--- src/hdl/urx_pkg.sv ---
`timescale 1ns / 1ps
// ----------------------------------------------------------------------------
// urx_pkg
// Shared constants, codes and types of the UART frame receiver.
// ----------------------------------------------------------------------------
package urx_pkg;

  localparam int BUF_DEPTH = 32;
  localparam int ADDR_W    = $clog2(BUF_DEPTH);
  localparam int CNT_W     = $clog2(BUF_DEPTH + 1);

  // Request operations.
  localparam logic [1:0] OP_BYTE = 2'd0;
  localparam logic [1:0] OP_TICK = 2'd1;
  localparam logic [1:0] OP_GET  = 2'd2;

  // Configuration register indexes.
  localparam logic [2:0] CFG_FRAME_MODE     = 3'd0;
  localparam logic [2:0] CFG_START_REQUIRED = 3'd1;
  localparam logic [2:0] CFG_START_BYTE     = 3'd2;
  localparam logic [2:0] CFG_STOP_BYTE      = 3'd3;
  localparam logic [2:0] CFG_SILENCE_TICKS  = 3'd4;

  typedef enum logic [1:0] {
    PH_IDLE  = 2'd0,
    PH_RECV  = 2'd1,
    PH_READY = 2'd2
  } phase_t;

  typedef enum logic {
    ST_IDLE   = 1'b0,
    ST_STREAM = 1'b1
  } ctrl_state_t;

  typedef struct packed {
    logic accept;  // a request is taken this cycle
    logic stream;  // issue one buffer read of a get
  } urx_cmd_t;

  typedef struct packed {
    logic stream_go;   // the offered request is a get that hands out bytes
    logic issue_last;  // the read issued this cycle is the final one
  } urx_sts_t;

endpackage

--- src/hdl/urx_ctrl.sv ---
`timescale 1ns / 1ps
// ----------------------------------------------------------------------------
// urx_ctrl
// Controller: accepts requests and sequences the byte stream of a get.
// ----------------------------------------------------------------------------
module urx_ctrl (
  input  logic              clk,
  input  logic              rst_n,
  input  logic              start,
  output logic              busy,
  input  urx_pkg::urx_sts_t sts,
  output urx_pkg::urx_cmd_t cmd
);

  urx_pkg::ctrl_state_t state_r, state_nxt;

  always_ff @(posedge clk) begin
    if (!rst_n) begin
      state_r <= urx_pkg::ST_IDLE;
    end else begin
      state_r <= state_nxt;
    end
  end

  always_comb begin
    state_nxt  = state_r;
    busy       = 1'b0;
    cmd.accept = 1'b0;
    cmd.stream = 1'b0;
    case (state_r)
      urx_pkg::ST_IDLE: begin
        cmd.accept = start;
        if (start && sts.stream_go) begin
          state_nxt = urx_pkg::ST_STREAM;
        end
      end
      urx_pkg::ST_STREAM: begin
        busy       = 1'b1;
        cmd.stream = 1'b1;
        if (sts.issue_last) begin
          state_nxt = urx_pkg::ST_IDLE;
        end
      end
      default: begin
        state_nxt = urx_pkg::ST_IDLE;
      end
    endcase
  end

endmodule

--- src/hdl/urx_datapath.sv ---
`timescale 1ns / 1ps
// ----------------------------------------------------------------------------
// urx_datapath
// Datapath: configuration registers, framing state, frame buffer and the
// registered result stage.
// ----------------------------------------------------------------------------
module urx_datapath (
  input  logic                       clk,
  input  logic                       rst_n,
  input  urx_pkg::urx_cmd_t          cmd,
  output urx_pkg::urx_sts_t          sts,
  input  logic [1:0]                 in_operation,
  input  logic [7:0]                 in_rx_byte,
  input  logic [7:0]                 in_max_len,
  input  logic                       cfg_valid,
  output logic                       cfg_ready,
  input  logic [2:0]                 cfg_index,
  input  logic [15:0]                cfg_data,
  output logic                       out_valid,
  output logic                       out_has_data,
  output logic [7:0]                 out_data_byte,
  output logic [4:0]                 out_byte_index,
  output logic [5:0]                 out_copied_count,
  output logic                       out_last,
  output logic                       out_frame_ready,
  output logic [5:0]                 out_frame_length
);

  localparam int AW = urx_pkg::ADDR_W;
  localparam int CW = urx_pkg::CNT_W;

  // Configuration.
  logic        mode_r, start_req_r;
  logic [7:0]  start_byte_r, stop_byte_r;
  logic [15:0] silence_ticks_r;

  // Framing state.
  urx_pkg::phase_t phase_r, phase_nxt;
  logic [CW-1:0]   count_r, count_nxt;
  logic [15:0]     silence_r, silence_nxt;

  // Frame buffer.
  logic [7:0]    mem [urx_pkg::BUF_DEPTH];
  logic          wr_en;
  logic [AW-1:0] wr_addr;
  logic [7:0]    rd_data_r;

  // Get sequencing.
  logic [AW-1:0] rd_idx_r, rd_idx_nxt;
  logic [CW-1:0] len_r, len_nxt;
  logic [CW-1:0] get_n;

  // Result stage.
  logic          valid_r, has_r, last_r, ready_r;
  logic [AW-1:0] idx_r;
  logic [CW-1:0] copied_r, olen_r;

  logic          append_room;

  assign cfg_ready = 1'b1;

  always_ff @(posedge clk) begin
    if (!rst_n) begin
      mode_r          <= 1'b0;
      start_req_r     <= 1'b1;
      start_byte_r    <= 8'd2;
      stop_byte_r     <= 8'd3;
      silence_ticks_r <= 16'd10;
    end else if (cfg_valid) begin
      case (cfg_index)
        urx_pkg::CFG_FRAME_MODE:     mode_r          <= cfg_data[0];
        urx_pkg::CFG_START_REQUIRED: start_req_r     <= cfg_data[0];
        urx_pkg::CFG_START_BYTE:     start_byte_r    <= cfg_data[7:0];
        urx_pkg::CFG_STOP_BYTE:      stop_byte_r     <= cfg_data[7:0];
        urx_pkg::CFG_SILENCE_TICKS:  silence_ticks_r <= cfg_data;
        default: ;
      endcase
    end
  end

  // Bytes handed out by a get: the smaller of stored count and max_len.
  assign get_n = ({{(8 - CW){1'b0}}, count_r} < in_max_len) ? count_r
                                                             : in_max_len[CW-1:0];

  assign sts.stream_go  = (in_operation == urx_pkg::OP_GET) &&
                          (phase_r == urx_pkg::PH_READY) && (get_n != '0);
  assign sts.issue_last = cmd.stream &&
                          ({{(CW - AW){1'b0}}, rd_idx_r} == len_r - CW'(1));

  assign append_room = (count_r < CW'(urx_pkg::BUF_DEPTH));

  always_comb begin
    phase_nxt   = phase_r;
    count_nxt   = count_r;
    silence_nxt = silence_r;
    wr_en       = 1'b0;
    wr_addr     = count_r[AW-1:0];
    len_nxt     = len_r;
    rd_idx_nxt  = rd_idx_r;
    if (cmd.stream) begin
      rd_idx_nxt = rd_idx_r + AW'(1);
    end
    if (cmd.accept) begin
      case (in_operation)
        urx_pkg::OP_BYTE: begin
          if (phase_r != urx_pkg::PH_READY) begin
            if (!mode_r) begin
              if (phase_r == urx_pkg::PH_IDLE) begin
                if (start_req_r) begin
                  if (in_rx_byte == start_byte_r) begin
                    count_nxt = '0;
                    phase_nxt = urx_pkg::PH_RECV;
                  end
                end else begin
                  wr_en     = 1'b1;
                  wr_addr   = '0;
                  count_nxt = CW'(1);
                  phase_nxt = urx_pkg::PH_RECV;
                end
              end else if (in_rx_byte == stop_byte_r) begin
                phase_nxt = urx_pkg::PH_READY;
              end else if (append_room) begin
                wr_en     = 1'b1;
                count_nxt = count_r + CW'(1);
              end else begin
                phase_nxt = urx_pkg::PH_READY;
              end
            end else begin
              silence_nxt = silence_ticks_r;
              if (phase_r == urx_pkg::PH_IDLE) begin
                // A new frame starts empty, so the byte lands in entry zero.
                wr_en     = 1'b1;
                wr_addr   = '0;
                count_nxt = CW'(1);
                phase_nxt = urx_pkg::PH_RECV;
              end else if (append_room) begin
                wr_en     = 1'b1;
                count_nxt = count_r + CW'(1);
              end else begin
                phase_nxt = urx_pkg::PH_READY;
              end
            end
          end
        end
        urx_pkg::OP_TICK: begin
          if (mode_r && (phase_r == urx_pkg::PH_RECV) && (silence_r != '0)) begin
            silence_nxt = silence_r - 16'd1;
            if (silence_r == 16'd1) begin
              phase_nxt = urx_pkg::PH_READY;
            end
          end
        end
        urx_pkg::OP_GET: begin
          if (phase_r == urx_pkg::PH_READY) begin
            phase_nxt  = urx_pkg::PH_IDLE;
            count_nxt  = '0;
            len_nxt    = get_n;
            rd_idx_nxt = '0;
          end
        end
        default: ;
      endcase
    end
  end

  always_ff @(posedge clk) begin
    if (!rst_n) begin
      phase_r   <= urx_pkg::PH_IDLE;
      count_r   <= '0;
      silence_r <= '0;
      valid_r   <= 1'b0;
    end else begin
      phase_r   <= phase_nxt;
      count_r   <= count_nxt;
      silence_r <= silence_nxt;
      valid_r   <= (cmd.accept && !sts.stream_go) || cmd.stream;
    end
  end

  // Result fields: a stream read fills a data result, any other request a
  // status result. Frame status always reflects the state after the request.
  always_ff @(posedge clk) begin
    rd_idx_r <= rd_idx_nxt;
    len_r    <= len_nxt;
    has_r    <= cmd.stream;
    idx_r    <= cmd.stream ? rd_idx_r : '0;
    copied_r <= cmd.stream ? len_r : '0;
    last_r   <= cmd.stream ? sts.issue_last : 1'b1;
    ready_r  <= (phase_nxt == urx_pkg::PH_READY);
    olen_r   <= count_nxt;
  end

  always_ff @(posedge clk) begin
    if (wr_en) begin
      mem[wr_addr] <= in_rx_byte;
    end
    rd_data_r <= mem[rd_idx_r];
  end

  assign out_valid        = valid_r;
  assign out_has_data     = has_r;
  assign out_data_byte    = has_r ? rd_data_r : 8'd0;
  assign out_byte_index   = 5'(idx_r);
  assign out_copied_count = 6'(copied_r);
  assign out_last         = last_r;
  assign out_frame_ready  = ready_r;
  assign out_frame_length = 6'(olen_r);

endmodule

--- src/hdl/uart_frame_receiver_core.sv ---
`timescale 1ns / 1ps
// ----------------------------------------------------------------------------
// uart_frame_receiver_core
// Collects received UART bytes into frames, closed by a stop byte or by a
// silence timeout, and hands a finished frame out one byte per cycle.
// ----------------------------------------------------------------------------
// Each request (received byte, millisecond tick or get) is taken when start is
// high and busy is low. A byte, a tick, or a get that finds no ready frame or
// hands out no bytes (empty frame or max_len zero) produces one status result,
// strobed on out_valid in the cycle after the request; while busy is low a new
// request can be taken every cycle. A get of n bytes holds busy while the
// controller walks the frame buffer through its single registered read port,
// and the n results appear on consecutive cycles. There is no back-pressure on
// the result side: every strobed result must be captured in its cycle.
// Configuration writes are always accepted (cfg_ready is tied high).
module uart_frame_receiver_core (
  input  logic        clk,
  input  logic        rst_n,
  input  logic        start,
  output logic        busy,
  input  logic [1:0]  in_operation,
  input  logic [7:0]  in_rx_byte,
  input  logic [7:0]  in_max_len,
  input  logic        cfg_valid,
  output logic        cfg_ready,
  input  logic [2:0]  cfg_index,
  input  logic [15:0] cfg_data,
  output logic        out_valid,
  output logic        out_has_data,
  output logic [7:0]  out_data_byte,
  output logic [4:0]  out_byte_index,
  output logic [5:0]  out_copied_count,
  output logic        out_last,
  output logic        out_frame_ready,
  output logic [5:0]  out_frame_length
);

  urx_pkg::urx_cmd_t cmd;
  urx_pkg::urx_sts_t sts;

  urx_ctrl u_ctrl (
    .clk   (clk),
    .rst_n (rst_n),
    .start (start),
    .busy  (busy),
    .sts   (sts),
    .cmd   (cmd)
  );

  urx_datapath u_datapath (
    .clk              (clk),
    .rst_n            (rst_n),
    .cmd              (cmd),
    .sts              (sts),
    .in_operation     (in_operation),
    .in_rx_byte       (in_rx_byte),
    .in_max_len       (in_max_len),
    .cfg_valid        (cfg_valid),
    .cfg_ready        (cfg_ready),
    .cfg_index        (cfg_index),
    .cfg_data         (cfg_data),
    .out_valid        (out_valid),
    .out_has_data     (out_has_data),
    .out_data_byte    (out_data_byte),
    .out_byte_index   (out_byte_index),
    .out_copied_count (out_copied_count),
    .out_last         (out_last),
    .out_frame_ready  (out_frame_ready),
    .out_frame_length (out_frame_length)
  );

endmodule

--- config.mk ---
export PLATFORM = sky130hd
export DESIGN_NAME = uart_frame_receiver_core
export DESIGN_NICKNAME = d
export VERILOG_FILES = /design/src/hdl/urx_pkg.sv /design/src/hdl/urx_ctrl.sv /design/src/hdl/urx_datapath.sv /design/src/hdl/uart_frame_receiver_core.sv
export SDC_FILE = /design/constraint.sdc
export NUM_CORES = 1
export LEC_CHECK = 0
export BUFFER_PORTS_ARGS = -buffer_cell sky130_fd_sc_hd__buf_2
export CELL_PAD_IN_SITES_DETAIL_PLACEMENT = 0
export CELL_PAD_IN_SITES_GLOBAL_PLACEMENT = 1
export CORE_ASPECT_RATIO = 1.4
export CORE_MARGIN = 4
export CORE_UTILIZATION = 27
export CTS_BUF_LIST = sky130_fd_sc_hd__clkbuf_8
export DETAILED_ROUTE_END_ITERATION = 6
export GPL_ROUTABILITY_DRIVEN = 0
export GPL_TIMING_DRIVEN = 0
export MAX_ROUTING_LAYER = met4
export PLACE_DENSITY_LB_ADDON = 0.1
export RECOVER_POWER = 25
export SLEW_MARGIN = 20
export SYNTH_ARGS = -nofsm -noshare
export SYNTH_HDL_FRONTEND = slang
export SYNTH_SLANG_ARGS = --single-unit
export TNS_END_PERCENT = 10
--- constraint.sdc ---
create_clock -name clk -period 8.55 [get_ports clk]
set_clock_uncertainty 0.2 [all_clocks]
set_input_delay 1.71 -clock clk [delete_from_list [all_inputs] [get_ports clk]]
set_output_delay 1.71 -clock clk [all_outputs]
set_load 0.01 [all_outputs]
# Word level (Yosys, flattened, before mapping)
# Memories as Yosys holds them, arrays and structs flattened. A register that Yosys moved wholly into a read port is not among the register bits.
# Cells that the tools add are included.
[totals]
register_bits = 91
ram_bits = 256
input_bits = 41
output_inout_bits = 31
n_memories = 1
[op_classes]
n_addsub = 4
magnitude_cmp = 2
n_eq_ne = 17
mux = 57
bitwise_logic = 1
reduce_logical = 22
[memory_table]
columns = ["memory", "words", "word_bits", "rd", "rd_ports_with_merged_regs", "wr", "line", "text"]
rows = [
  ["u_datapath.mem", 32, 8, 1, 1, 1, "urx_datapath.sv:43", "logic [7:0] mem [urx_pkg::BUF_DEPTH];"],
]
[op_table]
columns = ["op", "n"]
rows = [
  ["2-to-1 mux 6 bit", 11],
  ["2-to-1 mux 5 bit", 11],
  ["2-to-1 mux 16 bit", 3],
  ["case mux 16 bit (2 select lines)", 1],
  ["2-to-1 mux 2 bit", 12],
  ["equality test 16 x 1 -> 1 bit (second input constant)", 1],
  ["equality test 8 bit", 2],
  ["nonzero test 16 bit", 1],
  ["subtractor 16 x 1 -> 16 bit (second input constant)", 1],
  ["2-to-1 mux 1 bit", 15],
  ["case mux 6 bit (2 select lines)", 1],
  ["AND reduction 2 bit", 5],
  ["less-than comparator 6 x 8 -> 1 bit", 1],
  ["2-to-1 mux 8 bit", 1],
  ["logical AND 1 bit", 7],
  ["adder 6 x 1 -> 6 bit (second input constant)", 1],
  ["equality test 2 bit (second input constant)", 3],
  ["equality test 3 x 2 -> 1 bit (second input constant)", 2],
  ["equality test 5 x 6 -> 1 bit", 1],
  ["less-than comparator 6 bit (second input constant)", 1],
  ["!= test 2 x 1 -> 1 bit (second input constant)", 3],
  ["case mux 2 bit (3 select lines)", 1],
  ["nonzero test 6 bit", 1],
  ["subtractor 6 x 1 -> 6 bit (second input constant)", 1],
  ["other kinds (14)", 16],
]

# Longest topological paths before layout
# Gate-level depths: netlist (run 1).
[logic_depth]
word_depth = 10
depth_mapped = 9
mapped_depth_nobuf = 8

# By module
# Synthesis (run 1) repeated with hierarchy kept, for this count alone.
[unflattened]
cells_unflattened = 1016
hier_area_um2 = 14834.2
[modules_own_cells]
columns = ["module", "n_inst", "cells_each", "area_per_inst_um2", "seq_area_each_um2"]
rows = [
  ["urx_datapath", 1, 1011, 14780.4, 9709.3],
  ["urx_ctrl", 1, 5, 53.8, 20.0],
]

# Worst setup path before layout (run 1)
# No wires, ideal clock.
[synth_timing]
kind = "input -> register"
start = "input port in_operation[1]"
end = "memory u_datapath.mem[10][0], enable pin"
arrival_time_ps = 3497
t_required_ps = 7967
setup_slack_ps = 4470
stages = 7
n_path_buf = 2
path_cell_list = "clkbuf_1 nor3b_2 nand2_1 nor2_1 o21ai_1 buf_2 nor3_1"
[synth_between]
elab_chain_cells = 5
elab_cells_between_ends = 7
cone_classes = "mux: 6; reduce/logical: 1"
[synth_lines]
columns = ["item", "line", "text"]
rows = [
  ["from (decl)", "uart_frame_receiver_core.sv:21", "input logic [1:0] in_operation,"],
  ["zero test 2 bit (*)", "urx_datapath.sv:104", "case (in_operation)"],
  ["2-to-1 mux 1 bit", "urx_datapath.sv:104", ""],
  ["2-to-1 mux 1 bit", "urx_datapath.sv:103", "if (cmd.accept) begin"],
  ["2-to-1 mux 1 bit", "urx_datapath.sv:194", "if (wr_en) begin"],
  ["2-to-1 mux 1 bit (implied by the code)", "urx_datapath.sv:195", "mem[wr_addr] <= in_rx_byte;"],
  ["to (decl)", "urx_datapath.sv:43", ""],
]
# Every way passes the cells marked *; elsewhere a longest branch is shown, timed or not.

# Worst setup path in the final report (run 1)
[layout_timing]
start = "input port in_rx_byte[2]"
end = "memory u_datapath.mem[8][3], enable pin"
[layout_between]
elab_chain_cells = 9
[layout_lines]
columns = ["item", "line", "text"]
rows = [
  ["from (decl)", "uart_frame_receiver_core.sv:22", "input logic [7:0] in_rx_byte,"],
  ["equality test 8 bit", "urx_datapath.sv:120", "end else if (in_rx_byte == stop_byte_r) begin"],
  ["2-to-1 mux 1 bit", "urx_datapath.sv:120", ""],
  ["2-to-1 mux 1 bit", "urx_datapath.sv:108", "if (phase_r == urx_pkg::PH_IDLE) begin"],
  ["2-to-1 mux 1 bit", "urx_datapath.sv:107", "if (!mode_r) begin"],
  ["2-to-1 mux 1 bit", "urx_datapath.sv:106", "if (phase_r != urx_pkg::PH_READY) begin"],
  ["2-to-1 mux 1 bit", "urx_datapath.sv:104", ""],
  ["2-to-1 mux 1 bit", "urx_datapath.sv:103", ""],
  ["2-to-1 mux 1 bit", "urx_datapath.sv:194", ""],
  ["2-to-1 mux 1 bit (implied by the code)", "urx_datapath.sv:195", ""],
]
# Every way passes these cells.

==> results.md, run 1 <==
Status:
- The flow ran to the end, but the final reports show violations.
- The checks that failed: max-capacitance violations, max-slew violations.

STA:
- The max-slew violation total from the final report is 209.
- The final clock period utilization by the worst path is 66.78%.
- The setup TNS after final layout is 0 ps.
- Measured against its own limit, the worst slew margin works out to -23.80%.
- Derived from the worst setup path, the maximum achievable clock frequency is 175.1 MHz.
- The worst path needs 5710 ps of the cycle, external delays included.
- The count of endpoints failing hold in the final timing report is 0.
- Setup repair after global routing left no endpoint under its margin.
- The transition time of the tightest slew-check pin is 1857 ps.
- Setup violations remaining at the end of the flow were counted as 0.

Synth:
- For this run, the number of Yosys warnings is 0.
- The mux contribution to synthesized area is 13.60%.
- The sequential-to-total area share from yosys stat is 65.64%.
- The synthesized design contains 262 enable-type register cells.
- The dominant synthesized flop cell is sky130_fd_sc_hd__edfxtp_1.
- The number of instances in the synthesized netlist is 1007.
- By area, the combinational part of the netlist is dominated by multiplexers.
- The average size of a mapped cell is 14.72 sq um.
- Summing the areas of all xor and xnor instances in the mapped netlist gives 1.714% of the synthesized area.
- The post-synthesis share of cell area spent on full adders, half adders and majority gates is 0.9286%.
- The net count of the mapped netlist is 1059.
- The number of unique standard cell types used by synthesis is 65.
- The basic-gate share of the synthesized area counting and, or, nand and nor cells is 10.12%.
- The share of synthesized flip-flops with an asynchronous set or reset is 0%.
- In this run, synthesis produced a sequential element count of 355.
- The area of the mapped netlist is 14820 sq um.
- The post-synthesis compound-gate area fraction is 5.639%.

Power and ir drop:
- The cell leakage power is 0.005846 uW.
- In this run the power density over the cells is 196.5 nW/um^2.
- The post-route total power is 3409 uW.
- The peak supply drop is 0.1162 mV.

GRT:
- The first-pass GRT wire length is 61940 um.
- The total track usage is 14.69%.
- Entering global routing, the biggest net connects 35 pins.
- For this run the aggregate overflow at the end of global routing stands at 0.
- The number of antenna violations at the first check in global routing is 2.
- The number of global-route vias before repair came to 9331.

Worst setup path:
- The worst register-to-register path has a depth of 8.
- The category of the most critical setup path is in -> reg.
- The type of element capturing the critical path is a flip-flop.
- The arrival time reported for the critical path endpoint is 5790 ps.
- STA classifies the critical path startpoint as a primary input.
- Of all nets on the critical path, the largest fanout is 34.
- The required time of the critical path is 8630 ps.

Clocking:
- The cell at the root of the clock tree is sky130_fd_sc_hd__clkbuf_8.
- The CTS tree is done.
- The H-tree depth reported by CTS is 2.
- The clock transition time at the flip-flop clock pins of the worst setup and hold paths is 60 ps.
- The clock latency of the later-clocked register in the worst-skew pair is 650 ps.
- Gates resized during post-CTS repair numbered 0.
- Hold repair after CTS inserted 0 buffers.
- The total clock buffers created by CTS is 58.
- The total number of clock tree sinks is 355.
- The longest clock path from root to sink contains 3 buffers.
- The number of buffers inserted to repair setup after CTS is 0.

Final layout:
- The signed area change from the synthesized netlist to the final layout is 17.06%.
- The net total in the final layout is 1195.
- The utilization after layout is 31.93%.
- The commonest non-fill, non-tap cell in the layout is sky130_fd_sc_hd__edfxtp_1.
- In the layout the commonest cells are 262 x sky130_fd_sc_hd__edfxtp_1, 96 x sky130_fd_sc_hd__nand2_1, 93 x sky130_fd_sc_hd__dfxtp_1.
- The post-route netlist has 23.40% of its cells at a drive strength greater than 1.

Detailed routing:
- Dividing the detail-routed via count by the number of cells gives 4.634.
- The length of the first detailed-routing pass in iterations is 5.
- The number of remaining DRC errors is 0.
- Across all layers, the routed design uses 8850 vias.
- After detailed routing, the average wire length per cell comes to 21.92 um.
- The final antenna-violating net count is 0.
- After the first detailed-routing iteration, the DRC count stood at 408.
- The routed wire length is 41880 um.

Die:
- The number of primary I/O pins is 72.
- From bottom edge to top edge, the die measures 285.2 um.
- The die is 206.0 um wide.
- After floorplanning, the core was sized to cover 54340 sq um.
- The count of standard-cell rows is 101.
- The area of the die is 58760 sq um.
- The initial standard-cell utilization of the core is 27.28%.

Job:
- The tool flagged a number of max-cap violations equal to 6.

Place:
- Buffers placed on the I/O ports in this run total 68.
- Once detailed placement completed, the half-perimeter wirelength came to 29460 um.

Worst hold path:
- The count of cells along the worst hold path is 2.
- The tightest min-delay check is of the reg -> reg type.
==> registers in the layout, summed over array words and instances, names as in the netlist <==
register and cells:
u_datapath.mem 256, u_datapath.silence_r 16, u_datapath.silence_ticks_r 16, u_datapath.rd_data_r 8, u_datapath.start_byte_r 8, u_datapath.stop_byte_r 8
u_datapath.count_r 6, u_datapath.len_r 6, u_datapath.out_copied_count 6, u_datapath.out_frame_length 6, u_datapath.out_byte_index 5, u_datapath.rd_idx_r 5
u_datapath.phase_r 2, u_ctrl.state_r 1, u_datapath.mode_r 1, u_datapath.out_frame_ready 1, u_datapath.out_has_data 1, u_datapath.out_last 1
u_datapath.out_valid 1, u_datapath.start_req_r 1
==> through the flow <==
| stage | setup WS, ps | cells | hold WS (ps) | instance area (sq um) |
|---|---|---|---|---|
| floorplan | 4470 | 1007 | 190.3 | 14820 |
| global placement | 2464 | 1796 | 244.4 | 16060 |
| detailed placement | 2809 | 1804 | 249.8 | 16240 |
| CTS | 3552 | 1909 | 257.5 | 17360 |
| global route | 2561 | 1910 | 280.4 | 17350 |
| finish | 2840 | 1910 | 251.9 | 17350 |
==> worst max-delay path, stage by stage <==
cell,delay [ps]
sky130_fd_sc_hd__clkbuf_1,1280
sky130_fd_sc_hd__xnor2_1,210
sky130_fd_sc_hd__nand4_1,420
sky130_fd_sc_hd__o21ai_0,560
sky130_fd_sc_hd__a21oi_1,170
sky130_fd_sc_hd__o211ai_1,910
sky130_fd_sc_hd__nor2_1,490
==> where the power goes <==
part / switching, uW / internal, uW
Combinational: 71.1 / 27.3
Sequential: 3.03 / 1850
Clock: 698 / 757
==> cell usage after synthesis, drive strengths merged (18+ instances only) <==
| cell type | number | area share (%) |
|---|---|---|
| dfxtp | 93 | 13 |
| buf | 20 | 0.99 |
| nand2 | 96 | 2.4 |
| clkbuf | 35 | 0.89 |
| nor3 | 39 | 1.3 |
| and2 | 25 | 1.1 |
| o21ai | 33 | 1.1 |
| inv | 18 | 0.46 |
| mux4 | 80 | 13 |
| a21oi | 62 | 2.1 |
| nor2 | 59 | 1.5 |
| xnor2 | 22 | 1.3 |
| edfxtp | 262 | 53 |
| nand3 | 21 | 0.71 |
==> worst paths after layout <==
kind                                               from                                    endpoint  slack, ps
min reg2reg  u_datapath.silence_ticks_r[0]$_SDFFE_PN0P_  u_datapath.silence_ticks_r[0]$_SDFFE_PN0P_        250
max reg2reg                   u_ctrl.state_r$_SDFF_PN0_              u_datapath.mem[8][3]$_DFFE_PP_       4640
min          u_datapath.silence_ticks_r[0]$_SDFFE_PN0P_  u_datapath.silence_ticks_r[0]$_SDFFE_PN0P_        250
max                                       in_rx_byte[2]              u_datapath.mem[8][3]$_DFFE_PP_       2840
==> final cells by class <==
| class | instances | area, sq um |
|---|---|---|
| multi-input cells | 579 | 4867 |
| fillers | 5550 | 36990 |
| clock buffers | 58 | 798.3 |
| clock inverters | 47 | 314.1 |
| diodes | 1 | 2.502 |
| plain buffers | 55 | 276.5 |
| repair buffers | 76 | 392.9 |
| inverters | 18 | 67.56 |
| well taps | 721 | 902.1 |
| flip-flops and latches | 355 | 9729 |
==> cell families after synthesis <==
group / count (synthesis)
fa+ha+maj: 11
xor+xnor: 29
flops: 355
other cells: 1
buf+inv: 73
mux: 95
compound gates: 139
simple gates: 304
==> routing by layer <==
metal | up-vias | routed length [um] | track usage [%]
li1 | 4147 | - | -
met1 | 4434 | 16710 | 16.88
met2 | 181 | 22390 | 25.96
met3 | 88 | 1455 | 2.400
met4 | 0 | 1326 | 4.893
met5 | - | 0 | -
Power figures use the tool's default switching activity.
==> inputs of run 2 (changes only) <==
- clock period: 8.55 -> 5.5 ns (I/O delays scaled with it)
==> run 2 against run 1 <==
Against the previous run:
- the run now ends clean
- global-route usage stayed put
- register-to-register slack worse by 3100 ps
- sequential cell count is the same
- setup slack worse by 1800 ps
- first-iteration DRC count rose by 2.2%
- combinational power is 56% higher
- final cell count unchanged
- clock power grew 55%
- die area is the same
- routed wire length up 0.17%
- critical path depth unchanged
- core utilization barely moved
==> results.md, run 2 (synthesis gave the netlist of run 1 again) <==
Status:
- The flow ran to the end, and the final reports show no timing, DRC or antenna violations.

Job:
- The number of max-capacitance violations reported was 0 (-6).

Clocking:
- The number of buffers inserted for hold repair after clock tree synthesis came to 0 (unchanged).
- The quantity of gates resized following cts is 0 (unchanged).
- The number of buffers inserted to repair setup after CTS is 0 (unchanged).
- The clock latency of the later-clocked register in the worst-skew pair is 650 ps (about the same).
- CTS placed an instance of sky130_fd_sc_hd__clkbuf_8 at the clock tree root.
- The total number of clock tree sinks is 355 (unchanged).
- The clock transition time at the flip-flop clock pins of the worst setup and hold paths is 60 ps (about the same).
- The buffer levels on the longest clock path was 3 (unchanged).
- The CTS tree is done.
- The total clock buffers created by CTS was 58 (unchanged).
- The H-tree depth reported by CTS is 2 (unchanged).

Detailed routing:
- The length of the first detailed-routing pass in iterations is 5 (unchanged).
- The number of remaining DRC errors came to 0 (unchanged).
- The via count is 8861 (+0.12%).
- The final antenna-violating net count came to 0 (unchanged).
- The wire length per cell is 21.96 um (+0.17%).
- The number of design-rule violations left by the first detailed-router iteration is 417 (+2.2%).
- The via density per instance is 4.639 (+0.12%).
- The routed wire length was 41950 um (+0.17%).

Worst setup path:
- The total buffers and inverters traversed by the critical path is 1 (unchanged).
- The largest incremental delay on the critical path is 920 ps (-360 ps).
- In this run the critical register-to-register path is launched from u_ctrl.state_r$_SDFF_PN0_.
- The worst setup slack for register-to-register paths is 1570 ps (-3070 ps).
- The required time of the critical path is 5580 ps (-3050 ps).
- The arrival time reported for the critical path endpoint is 4510 ps (-1280 ps).
- The launch point of the critical path is in_rx_byte[3].
- The logic depth of the worst setup path including buffers is 7 (unchanged).
- Following the worst setup path forward leads to its endpoint at u_datapath.mem[8][3]$_DFFE_PP_.
- The slowest cell on the critical path is sky130_fd_sc_hd__o211ai_1.
- In this run the critical register-to-register path is captured at u_datapath.mem[8][3]$_DFFE_PP_.
- The peak fanout along the critical path is 34 (unchanged).
- The category of the most critical setup path is in -> reg.
- In this design, the largest share of critical-path delay is due to compound AO/OA/AOI/OAI gates.
- The number of cells on the worst reg-to-reg path is 8 (unchanged).
- The type of element capturing the critical path is a flip-flop.
- The critical path startpoint category is a primary input.
- Traced cell by cell, the critical path runs through buf_2 > xnor2_1 > nand4_1 > o21ai_0 > a21oi_1 > o211ai_1 > nor2_1.

Place:
- The number of port buffers is 68 (unchanged).
- The number of cells after detailed placement is 1804 (unchanged).
- The post-detailed-placement half-perimeter wirelength is 29460 um (unchanged).

STA:
- The transition time of the tightest slew-check pin was 1137 ps (-719.8 ps).
- The setup TNS after final layout is 0 ps (unchanged).
- Setup repair after global routing left no endpoint under its margin.
- The relative slew slack is 23.85% (+48 points).
- The max-slew violation total from the final report is 0 (-100%).
- The time the final worst path needs with I/O delays and setup is 4433 ps.
- The count of endpoints failing hold in the final timing report is 0 (unchanged).
- Timing would allow up to 225.6 MHz.
- The worst-case hold slack is 252.0 ps (+0.08100 ps).
- The final count of negative-setup-slack endpoints came to 0 (unchanged).
- After layout, the worst path uses 80.60% of the clock period.

Final layout:
- The flip-flop count of the largest register, all copies and words added is 256 (unchanged).
- The area occupied by multi-input gates came to 4867 sq um (unchanged).
- The commonest non-fill, non-tap cell in the layout is sky130_fd_sc_hd__edfxtp_1.
- The register area is 9729 sq um (unchanged).
- The number of cells in the finished layout apart from fillers is 1910 (unchanged).
- The largest registers in the layout are u_datapath.mem: 256 flops, u_datapath.silence_r: 16 flops, u_datapath.silence_ticks_r: 16 flops.
- The register name with the most flops is u_datapath.mem.
- The share of final-layout standard cells stronger than drive strength 1 was 23.91% (+0.51 points).
- The count of filler cells inserted in the layout is 5550 (unchanged).
- In the layout the commonest cells are 262 x sky130_fd_sc_hd__edfxtp_1, 96 x sky130_fd_sc_hd__nand2_1, 93 x sky130_fd_sc_hd__dfxtp_1.
- The net total in the final layout is 1195 (unchanged).
- The signed area change from the synthesized netlist to the final layout is 17.11% (about the same).

GRT:
- The pin count of the biggest net entering global routing was 35 (unchanged).
- The number of global-route vias before repair is 9331 (unchanged).
- The first-pass GRT wire length is 61940 um (unchanged).
- The total grt overflow came to 0 (unchanged).
- The number of antenna violations at the first check in global routing was 2 (unchanged).
- The total track usage is 14.69% (unchanged).

Die:
- The number of primary I/O pins is 72 (unchanged).
- The area of the core region is 54340 sq um (unchanged).
- The die height was 285.2 um (unchanged).
- The count of standard-cell rows is 101 (unchanged).
- The area of the die came to 58760 sq um (unchanged).
- The initial standard-cell utilization of the core is 27.28% (unchanged).
- The die outline width is 206.0 um (unchanged).

Power and ir drop:
- The fraction of power spent switching nets was 22.68% (+0.030 points).
- The peak supply drop is 0.1806 mV (+55%).
- The areal power density over the cells is 305.4 nW/um^2 (+55%).
- The cell leakage power came to 0.005869 uW (+0.41%).
- The net load switching power is 1202 uW (+56%).
- The clock power share is 42.7% (about the same).
- The internal power is 4098 uW (+55%).
- The sequential share of power is 54.4% (about the same).
- The share of power burned in combinational logic is 2.9% (about the same).

Worst hold path:
- The min-delay analysis places its worst path in the category reg -> reg.
[run 2: layout make-up]
| type | count | area share (%) |
|---|---|---|
| inverters | 18 | 0.3892 |
| repair buffers | 76 | 2.307 |
| diodes | 1 | 0.01442 |
| plain buffers | 55 | 1.593 |
| clock inverters | 47 | 1.809 |
| well taps | 721 | 5.197 |
| clock buffers | 58 | 4.599 |
| flip-flops and latches | 355 | 56.05 |
| multi-input cells | 579 | 28.04 |
[run 2: through the flow]
| step | total power, uW | instance area, sq um | setup WS, ps | utilization, % |
|---|---|---|---|---|
| after floorplan | 3005 | 14820 | 2030 | - |
| after detailed placement | 3100 | 16240 | 368.9 | 29.89 |
| after global routing | 5533 | 17360 | 890.4 | 31.94 |
| after global placement | 3098 | 16060 | 23.79 | 29.56 |
| after CTS | 5406 | 17360 | 1112 | 31.94 |
| final | 5301 | 17360 | 1067 | 31.94 |
[run 2: how the worst min path moves through the flow]
stage | start | end | slack, ps | cells past startpoint
floorplan | u_ctrl.state_r$_SDFF_PN0_ | u_datapath.out_has_data$_DFF_P_ | 190 | 0
finish | u_datapath.silence_ticks_r[0]$_SDFFE_PN0P_ | u_datapath.silence_ticks_r[0]$_SDFFE_PN0P_ | 250 | 2
global placement | u_datapath.silence_ticks_r[14]$_SDFFE_PN0P_ | u_datapath.silence_ticks_r[14]$_SDFFE_PN0P_ | 240 | 2
CTS | u_datapath.silence_ticks_r[0]$_SDFFE_PN0P_ | u_datapath.silence_ticks_r[0]$_SDFFE_PN0P_ | 260 | 2
global route | u_datapath.silence_ticks_r[8]$_SDFFE_PN0P_ | u_datapath.silence_ticks_r[8]$_SDFFE_PN0P_ | 280 | 2
detailed placement | u_datapath.silence_ticks_r[0]$_SDFFE_PN0P_ | u_datapath.silence_ticks_r[0]$_SDFFE_PN0P_ | 250 | 2
[run 2: power by group through the flow]
stage | Clock [uW] | Combinational (uW) | Sequential, uW
finish | 2260 | 154 | 2880
global route | 2480 | 172 | 2880
CTS | 2360 | 160 | 2880
detailed placement | 0 | 160 | 2940
global placement | 0 | 158 | 2940
floorplan | 0 | 66.7 | 2940
[run 2: worst register-to-register path, cell delays in order, from the launching register on]
cell,delay (ps)
sky130_fd_sc_hd__dfxtp_1,420
sky130_fd_sc_hd__clkbuf_1,280
sky130_fd_sc_hd__or3b_1,410
sky130_fd_sc_hd__clkbuf_1,210
sky130_fd_sc_hd__or3_1,380
sky130_fd_sc_hd__buf_2,200
sky130_fd_sc_hd__o21ai_1,100
sky130_fd_sc_hd__o211ai_1,460
sky130_fd_sc_hd__nor2_1,890
[run 2: per-layer routing]
layer / track usage, % / vias up / part of all wire [%]
met2: 25.96 / 201 / 53
met1: 16.88 / 4422 / 40
met5: - / - / 0
met4: 4.893 / 0 / 3.2
met3: 2.400 / 88 / 3.7
li1: - / 4150 / -
